==> src/wsu_pkg.sv <==
package wsu_pkg;

  typedef logic [1:0] phase_t;

  // frame parser phases
  localparam phase_t PH_LEN  = 2'd0;
  localparam phase_t PH_EXT  = 2'd1;
  localparam phase_t PH_MASK = 2'd2;
  localparam phase_t PH_DATA = 2'd3;

  // length byte codes
  localparam logic [6:0] LEN_MAX_SHORT = 7'd125;
  localparam logic [6:0] LEN_EXT16     = 7'd126;
  localparam logic [6:0] LEN_EXT64     = 7'd127;

  // header byte counts
  localparam logic [3:0] EXT16_BYTES = 4'd2;
  localparam logic [3:0] EXT64_BYTES = 4'd8;
  localparam logic [3:0] MASK_BYTES  = 4'd4;

  // per-byte control from the frame parser to the output stage
  typedef struct packed {
    logic       emit;
    logic       last;
    logic [7:0] key_byte;
  } wsu_ctl_t;

endpackage

==> src/wsu_in_if.sv <==
interface wsu_in_if;
  logic       valid;
  logic       ready;
  logic [7:0] in_byte;

  modport source (output valid, output in_byte, input ready);
  modport sink (input valid, input in_byte, output ready);
endinterface

==> src/wsu_out_if.sv <==
interface wsu_out_if;
  logic       valid;
  logic       ready;
  logic [7:0] out_byte;
  logic       out_last;

  modport source (output valid, output out_byte, output out_last, input ready);
  modport sink (input valid, input out_byte, input out_last, output ready);
endinterface

==> src/wsu_frame_ctl.sv <==
module wsu_frame_ctl
  import wsu_pkg::*;
(
  input  logic       clk,
  input  logic       rst_n,
  input  logic       in_fire,
  input  logic [7:0] in_byte,
  output wsu_ctl_t   ctl
);

  phase_t      phase_r, phase_nxt;
  logic [3:0]  cnt_r, cnt_nxt;
  logic [63:0] remaining_r, remaining_nxt;
  logic [31:0] key_r, key_nxt;
  logic [1:0]  idx_r, idx_nxt;

  logic [63:0] rem_dec;
  logic [3:0]  cnt_dec;
  logic [7:0]  key_byte;

  assign rem_dec = remaining_r - 64'd1;
  assign cnt_dec = cnt_r - 4'd1;

  always_comb begin
    case (idx_r)
      2'd0:    key_byte = key_r[31:24];
      2'd1:    key_byte = key_r[23:16];
      2'd2:    key_byte = key_r[15:8];
      default: key_byte = key_r[7:0];
    endcase
  end

  assign ctl.emit     = (phase_r == PH_DATA);
  assign ctl.last     = (rem_dec == 64'd0);
  assign ctl.key_byte = key_byte;

  always_comb begin
    phase_nxt     = phase_r;
    cnt_nxt       = cnt_r;
    remaining_nxt = remaining_r;
    key_nxt       = key_r;
    idx_nxt       = idx_r;
    if (in_fire) begin
      case (phase_r)
        PH_LEN: begin
          if (in_byte[6:0] <= LEN_MAX_SHORT) begin
            remaining_nxt = {57'd0, in_byte[6:0]};
            phase_nxt     = PH_MASK;
            cnt_nxt       = MASK_BYTES;
            key_nxt       = 32'd0;
          end else begin
            remaining_nxt = 64'd0;
            phase_nxt     = PH_EXT;
            cnt_nxt       = (in_byte[6:0] == LEN_EXT16) ? EXT16_BYTES : EXT64_BYTES;
          end
        end
        PH_EXT: begin
          remaining_nxt = {remaining_r[55:0], in_byte};
          cnt_nxt       = cnt_dec;
          if (cnt_dec == 4'd0) begin
            phase_nxt = PH_MASK;
            cnt_nxt   = MASK_BYTES;
            key_nxt   = 32'd0;
          end
        end
        PH_MASK: begin
          key_nxt = {key_r[23:0], in_byte};
          cnt_nxt = cnt_dec;
          if (cnt_dec == 4'd0) begin
            idx_nxt   = 2'd0;
            phase_nxt = (remaining_r == 64'd0) ? PH_LEN : PH_DATA;
          end
        end
        default: begin
          idx_nxt       = idx_r + 2'd1;
          remaining_nxt = rem_dec;
          if (rem_dec == 64'd0) begin
            phase_nxt = PH_LEN;
          end
        end
      endcase
    end
  end

  always_ff @(posedge clk) begin
    if (!rst_n) begin
      phase_r     <= PH_LEN;
      cnt_r       <= 4'd0;
      remaining_r <= 64'd0;
      key_r       <= 32'd0;
      idx_r       <= 2'd0;
    end else begin
      phase_r     <= phase_nxt;
      cnt_r       <= cnt_nxt;
      remaining_r <= remaining_nxt;
      key_r       <= key_nxt;
      idx_r       <= idx_nxt;
    end
  end

  a_data_nonzero: assert property (@(posedge clk) disable iff (!rst_n)
    phase_r == PH_DATA |-> remaining_r != 64'd0)
    else $error("payload phase with zero bytes remaining");

  a_hdr_count: assert property (@(posedge clk) disable iff (!rst_n)
    (phase_r == PH_MASK || phase_r == PH_EXT) |-> (cnt_r != 4'd0 && cnt_r <= EXT64_BYTES))
    else $error("header byte count out of range");

  a_last_returns: assert property (@(posedge clk) disable iff (!rst_n)
    in_fire && phase_r == PH_DATA && remaining_r == 64'd1 |=> phase_r == PH_LEN)
    else $error("parser did not return to length byte after last payload byte");

endmodule

==> src/websocket_payload_unmasker.sv <==
// websocket client frame payload unmasker
//
// in_ch carries the raw frame byte stream, starting at each frame's
// mask-and-length byte (the opcode byte is not part of the stream). length,
// extended length (16 or 64 bit, big endian) and the four mask bytes are
// absorbed and give no output. each payload byte leaves on out_ch XORed with
// the mask byte for its position mod 4, with out_last set on the final one.
// a zero-length frame gives no output at all.
//
// throughput: one byte per cycle, header and payload alike, while in_ch.ready is high.
// latency: a payload byte shows on out_ch the cycle after its transfer,
// from a single output register.
// stall: in_ch.ready drops only while that output register is full and
// out_ch.ready is low; the receiver's ready is the one path from out to in.
// reset: synchronous, active low; the parser waits for a length byte and
// the output register is empty.
module websocket_payload_unmasker
  import wsu_pkg::*;
(
  input logic      clk,
  input logic      rst_n,
  wsu_in_if.sink   in_ch,
  wsu_out_if.source out_ch
);

  wsu_ctl_t   ctl;
  logic       in_fire;

  logic       out_valid_r, out_valid_nxt;
  logic [7:0] out_byte_r, out_byte_nxt;
  logic       out_last_r, out_last_nxt;

  // take a new byte whenever the output register is free or draining
  assign in_ch.ready = !out_valid_r || out_ch.ready;
  assign in_fire     = in_ch.valid && in_ch.ready;

  // header parsing, length countdown and mask selection
  wsu_frame_ctl u_frame_ctl (
    .clk     (clk),
    .rst_n   (rst_n),
    .in_fire (in_fire),
    .in_byte (in_ch.in_byte),
    .ctl     (ctl)
  );

  // output register: loads on a payload byte transfer, empties on out transfer
  always_comb begin
    out_valid_nxt = out_valid_r;
    out_byte_nxt  = out_byte_r;
    out_last_nxt  = out_last_r;
    if (in_fire && ctl.emit) begin
      out_valid_nxt = 1'b1;
      out_byte_nxt  = in_ch.in_byte ^ ctl.key_byte;
      out_last_nxt  = ctl.last;
    end else if (out_ch.ready) begin
      out_valid_nxt = 1'b0;
    end
  end

  always_ff @(posedge clk) begin
    if (!rst_n) begin
      out_valid_r <= 1'b0;
    end else begin
      out_valid_r <= out_valid_nxt;
    end
  end

  // payload needs no reset
  always_ff @(posedge clk) begin
    out_byte_r <= out_byte_nxt;
    out_last_r <= out_last_nxt;
  end

  assign out_ch.valid    = out_valid_r;
  assign out_ch.out_byte = out_byte_r;
  assign out_ch.out_last = out_last_r;

  a_emit_valid: assert property (@(posedge clk) disable iff (!rst_n)
    in_fire && ctl.emit |=> out_valid_r)
    else $error("payload byte transfer did not fill the output register");

  a_no_overrun: assert property (@(posedge clk) disable iff (!rst_n)
    out_valid_r && !out_ch.ready |-> !in_fire)
    else $error("input accepted while output register is stalled");

  a_hold_stable: assert property (@(posedge clk) disable iff (!rst_n)
    out_valid_r && !out_ch.ready |=>
      out_valid_r && $stable(out_byte_r) && $stable(out_last_r))
    else $error("stalled output changed before its transfer");

endmodule

==> src/flat_wrapper.sv <==
// flat-port wrapper written by rule: the top's interface ports become plain ports
module websocket_payload_unmasker_flat import wsu_pkg::*;
  (clk, rst_n, in_ch_valid, in_ch_in_byte, in_ch_ready, out_ch_valid, out_ch_out_byte, out_ch_out_last, out_ch_ready);
  wsu_in_if in_ch_i ();
  wsu_out_if out_ch_i ();
  input logic clk;
  input logic rst_n;
  input wire logic [$bits(in_ch_i.valid)-1:0] in_ch_valid;
  input wire logic [$bits(in_ch_i.in_byte)-1:0] in_ch_in_byte;
  output wire logic [$bits(in_ch_i.ready)-1:0] in_ch_ready;
  output wire logic [$bits(out_ch_i.valid)-1:0] out_ch_valid;
  output wire logic [$bits(out_ch_i.out_byte)-1:0] out_ch_out_byte;
  output wire logic [$bits(out_ch_i.out_last)-1:0] out_ch_out_last;
  input wire logic [$bits(out_ch_i.ready)-1:0] out_ch_ready;
  assign in_ch_i.valid = in_ch_valid;
  assign in_ch_i.in_byte = in_ch_in_byte;
  assign in_ch_ready = in_ch_i.ready;
  assign out_ch_valid = out_ch_i.valid;
  assign out_ch_out_byte = out_ch_i.out_byte;
  assign out_ch_out_last = out_ch_i.out_last;
  assign out_ch_i.ready = out_ch_ready;
  websocket_payload_unmasker u_core (.clk(clk), .rst_n(rst_n), .in_ch(in_ch_i), .out_ch(out_ch_i));
endmodule
==> config.mk <==
export PLATFORM = sky130hd
export DESIGN_NAME = websocket_payload_unmasker_flat
export DESIGN_NICKNAME = d
export VERILOG_FILES = /design/src/wsu_pkg.sv /design/src/wsu_in_if.sv /design/src/wsu_out_if.sv /design/src/wsu_frame_ctl.sv /design/src/websocket_payload_unmasker.sv /design/src/flat_wrapper.sv
export SDC_FILE = /design/constraint.sdc
export NUM_CORES = 1
export LEC_CHECK = 0
export BUFFER_PORTS_ARGS = -buffer_cell sky130_fd_sc_hd__buf_4
export CAP_MARGIN = 20
export CELL_PAD_IN_SITES_DETAIL_PLACEMENT = 0
export CELL_PAD_IN_SITES_GLOBAL_PLACEMENT = 1
export CORE_MARGIN = 2
export CORE_UTILIZATION = 47
export CTS_BUF_LIST = sky130_fd_sc_hd__clkbuf_16
export DETAILED_ROUTE_END_ITERATION = 10
export PLACE_DENSITY = 0.79
export SLEW_MARGIN = 20
export SYNTH_ARGS = -nofsm -noshare
export SYNTH_HDL_FRONTEND = slang
export SYNTH_SLANG_ARGS = --single-unit
==> constraint.sdc <==
create_clock -name clk -period 4.1 [get_ports clk]
set_clock_uncertainty 0.2 [all_clocks]
set_input_delay 0.205 -clock clk [delete_from_list [all_inputs] [get_ports clk]]
set_output_delay 0.205 -clock clk [all_outputs]
set_load 0.005 [all_outputs]
==> run summary <==
The amount of wire on met2 after detailed routing came out at 10900 um. The initial core utilization came out at 0.484. The worst setup path is of the register to register kind. The element type at the critical path start is a register. CTS placed an instance of sky130_fd_sc_hd__clkbuf_16 at the clock tree root. The number of max-cap violations is 0. The post-place instance area is 7680 um^2. The highest achievable clock rate came out at 254 MHz. The clock latency at the later pin of the worst-skew pair came out at 0.42 ns.

The average wire length per cell after detail routing came out at 19.6 um. The leakage power total came out at 0.00316 uW. The clock passes through at most 2 buffers. The number of global-route vias before repair is 7142. The data arrival at the endpoint of the critical path is 4.04 ns. The minimum clock period after layout came out at 3.93 ns. The most frequent cell on the critical path is sky130_fd_sc_hd__nand4_1. 0 antenna diodes ended up in the layout. The final layout contains 1021 nets. The category of the worst setup path capture point is a register. The floorplan core area is 14600 um^2. The die extent in y came out at 127 um. The synthesized area per cell is 7.38 um^2. The multi-input logic area is 4320 um^2. The worst-case headroom to the max-slew limit is 0.504. The worst-case hold slack came out at 0.260 ns. The share of cells above drive strength 1 came out at 0.143.

Along the worst path, the maximum fanout reaches 5. sky130_fd_sc_hd__dfxtp_1 takes more of the synthesized area than any other cell. The share of power burned in registers is 0.238. For this run, design rule violations remaining after detail routing come to 0. The synthesized netlist cell count is 960. The global routing usage summed across all routing layers came out at 0.288. The first detailed-routing pass ran for 6 iterations. The number of different library cells in the post-synthesis netlist is 65. The number of buffers added by the clock tree synthesis step came out at 17.

The signal on the critical path passes through nor3_1 > nand3_2 > or3_1 > o41ai_1 > nand4_1 > or4_1 > nor4_2 > nand4_1 > a221o_1 > mux2i_1. The clock tree from TritonCTS is done. The via density per instance is 6.43.

The synthesis-to-finish area growth came out at 19.8%. The cell area after layout is 8480 um^2. The post-route non-filler standard cell count is 1191. The total detailed-routing wirelength is 23400 um. The delay of the slowest cell on the worst path came out at 0.53 ns. Port buffering added 22 buffers. Setup violations remaining at the end of the flow were counted as 0.

Row generation in the floorplan step produced 44 rows. The final clock period utilization by the worst path is 0.959. In the synthesized netlist the dominant register cell turns out to be sky130_fd_sc_hd__dfxtp_1. The summed instance area of the synthesized netlist came out at 7080 um^2. The flow ran to the end, and the final reports show no timing, DRC or antenna violations. The detailed router used layers up to and including met4.

The number of hold violations in the final report is 0. Power spread over the standard cell area amounts to 683 nW/um^2. Routability-driven placement finished with a final weighted congestion of 0.986. The storage element area came out at 2370 um^2. Summed over all nets, the switching power comes to 2420 uW. The path type of the worst min-delay path is register to register. In this run, synthesis produced a sequential element count of 114. The proportion of power drawn by combinational gates is 0.475. The clock slew seen by the registers of the worst setup and hold paths came out at 0.06 ns. The utilization after layout is 0.579.

The final global-route overflow total is 0. The number of clock sinks is 114. The area enclosed by the die boundary is 16100 um^2.

CTS built an H-tree with a depth of 4. The number of warnings printed during yosys synthesis came out at 0. The number of nets still failing antenna checks after routing came out at 0.

The peak supply drop is 0.444 mV. The met3 wire length came out at 1770 um. Of the total power, the share spent switching nets is 0.417. The violation count after the first detailed-route iteration came out at 1008.

The count of placed standard cells including taps came out at 1148. The total via count after detailed routing came out at 7660. Yosys mapped a number of flops with a built-in enable equal to 9. The critical path ends at u_core.u_frame_ctl.phase_r[1].

The internal reg-to-reg setup slack came out at 0.17 ns. The net count after synthesis is 986. The floorplan die width is 127 um. The transition time at the pin with the least slew margin came out at 0.744 ns. The maximum number of pins on one net before global-route repair came out at 80. The worst slack after detailed placement came out at -0.0239 ns. The part of the power in the clock network is 0.287. The wire-length estimate of the detail-placed layout is 15800 um. The number of fill cells in the layout came out at 1377. The final worst setup slack came out at 0.170 ns. The startpoint identified for the worst register-to-register timing path is u_core.u_frame_ctl.remaining_r[16].

The initial antenna violation count is 0. The total I/O pin count came out at 23. By area the synthesized netlist is led by sky130_fd_sc_hd__dfxtp_1 30%, sky130_fd_sc_hd__a21oi_1 6.9%, sky130_fd_sc_hd__nor2_1 6.5%, sky130_fd_sc_hd__nand2_1 5.6%, sky130_fd_sc_hd__o21ai_0 4.0%. The proportion of netlist area held by the largest area contributor came out at 0.297. The depth of the worst register-to-register path is 10. The endpoint of the lowest-slack register-to-register path is u_core.u_frame_ctl.phase_r[1]. Tracing the worst setup path back leads to its startpoint at u_core.u_frame_ctl.remaining_r[16]. The detailed router put a total of 9860 um of wire on met1.

Among all stages on the critical path, the largest delay is contributed by sky130_fd_sc_hd__or3_1. The required time at the endpoint of the critical path is 4.21 ns. The first global-routing pass estimated 37300 um of wire. The count of pins over their slew limit came out at 0.

Setup repair after global routing left no endpoint under its margin. The internal power is 3380 uW. The sequential cell area fraction in the yosys report came out at 0.335.

The async set-reset flop share out of synthesis is 0.
cell families after synthesis:
group,Yosys count,synth area share
AO/OA/AOI/OAI,249,0.219
XOR/XNOR,45,0.0557
adder cells (fa/ha/maj),14,0.0247
buffers and inverters,107,0.0610
flip-flops,114,0.335
multiplexers,3,0.00424
AND/OR/NAND/NOR,428,0.300
how the worst min path moves through the flow:
stage                                       startpoint                           end  slack [ns]  cells after the start
after floorplan                       in_ch_in_byte[0]   u_core.u_frame_ctl.key_r[0]        0.16                      2
after global placement    u_core.u_frame_ctl.key_r[29]  u_core.u_frame_ctl.key_r[29]        0.24                      2
after detailed placement  u_core.u_frame_ctl.key_r[31]  u_core.u_frame_ctl.key_r[31]        0.25                      2
after CTS                 u_core.u_frame_ctl.key_r[31]  u_core.u_frame_ctl.key_r[31]        0.26                      2
after global routing      u_core.u_frame_ctl.key_r[31]  u_core.u_frame_ctl.key_r[31]        0.27                      2
final                     u_core.u_frame_ctl.key_r[31]  u_core.u_frame_ctl.key_r[31]        0.26                      2
Yosys cell counts, types with 17 or more instances:
cell and instances:
sky130_fd_sc_hd__nor2_1 122, sky130_fd_sc_hd__nand3_1 49, sky130_fd_sc_hd__clkbuf_1 69, sky130_fd_sc_hd__nor3_1 43, sky130_fd_sc_hd__dfxtp_1 105, sky130_fd_sc_hd__nand4_1 19
sky130_fd_sc_hd__a21oi_1 98, sky130_fd_sc_hd__nand2_1 106, sky130_fd_sc_hd__o21ai_0 56, sky130_fd_sc_hd__xnor2_1 28, sky130_fd_sc_hd__nor4_1 24, sky130_fd_sc_hd__xor2_1 17
sky130_fd_sc_hd__inv_1 20
flip-flops by register name, summed over array words and instances, names as in the netlist:
signal,count
u_core.u_frame_ctl.remaining_r,64
u_core.u_frame_ctl.key_r,32
u_core.out_ch.out_byte,8
u_core.u_frame_ctl.cnt_r,4
u_core.u_frame_ctl.idx_r,2
u_core.u_frame_ctl.phase_r,2
u_core.out_ch.out_last,1
u_core.out_ch.valid,1
timing repair:
item                                    4_1_cts  5_1_grt
hold endpoints to repair                     22        0
gates resized for setup                       1        5
setup buffers                                 0        1
pin swaps                                     0        4
hold buffers                                 11        0
endpoints found under the setup margin        2        2
stage by stage:
| stage | power (uW) | setup TNS [ns] |
|---|---|---|
| after global placement | 3980 | 0 |
| after global routing | 6060 | 0 |
| final | 5790 | 0 |
| after floorplan | 3120 | 0 |
| after CTS | 5710 | 0 |
| after detailed placement | 4010 | -0.0472 |
layout by cell type, fill, tap and decap left out, drive strengths merged, types with 4 or more instances in the layout:
cell         count
nand4           20
xnor2           28
or3              7
xor2            17
nor4            28
o211ai          16
dfxtp          105
a211oi           7
a21oi           98
and3             4
nor3            46
buf             91
a221oi           5
or2              4
clkinv           5
nor2           122
edfxtp           9
nand2          106
a22oi           16
dlygate4sd3     11
inv             23
ha              14
o31ai            7
nand4b           4
bufinv           6
clkbuf          17
a32o             8
a31oi            5
o21ai           56
or4             12
nand2b           6
and2             5
nor4b            4
a222oi           8
o41ai            4
nand3           50
critical path, delay by kind of cell, from the launching register on:
kind / cells / cell delay [ns]
muxes: 1 / 0.13
AOI/OAI and AO/OA: 2 / 0.89
DFF: 1 / 0.32
and+or+nand+nor: 7 / 2.28
area by class of cell:
cell class | instances | area share
Clock buffer | 17 | 0.0501
Clock inverter | 14 | 0.0262
Inverter | 21 | 0.00929
Multi-Input combinational cell | 739 | 0.510
Sequential cell | 114 | 0.280
Tap cell | 184 | 0.0271
Timing Repair Buffer | 102 | 0.0979
per-layer routing:
| layer | vias to the layer above | global-route usage |
|---|---|---|
| met5 | - | 0 |
| met3 | 82 | 0.0548 |
| met4 | 0 | 0.131 |
| li1 | 3541 | - |
| met2 | 402 | 0.464 |
| met1 | 3635 | 0.377 |
power groups by stage:
stage	logic (uW)	registers [uW]	clock network [uW]
4_1_cts	2650	1370	1690
3_5_place_dp	2620	1390	0
5_1_grt	2950	1390	1720
6_report	2750	1380	1660
2_1_floorplan	1770	1360	0
3_3_place_gp	2600	1390	0
Power figures use the tool's default switching activity.
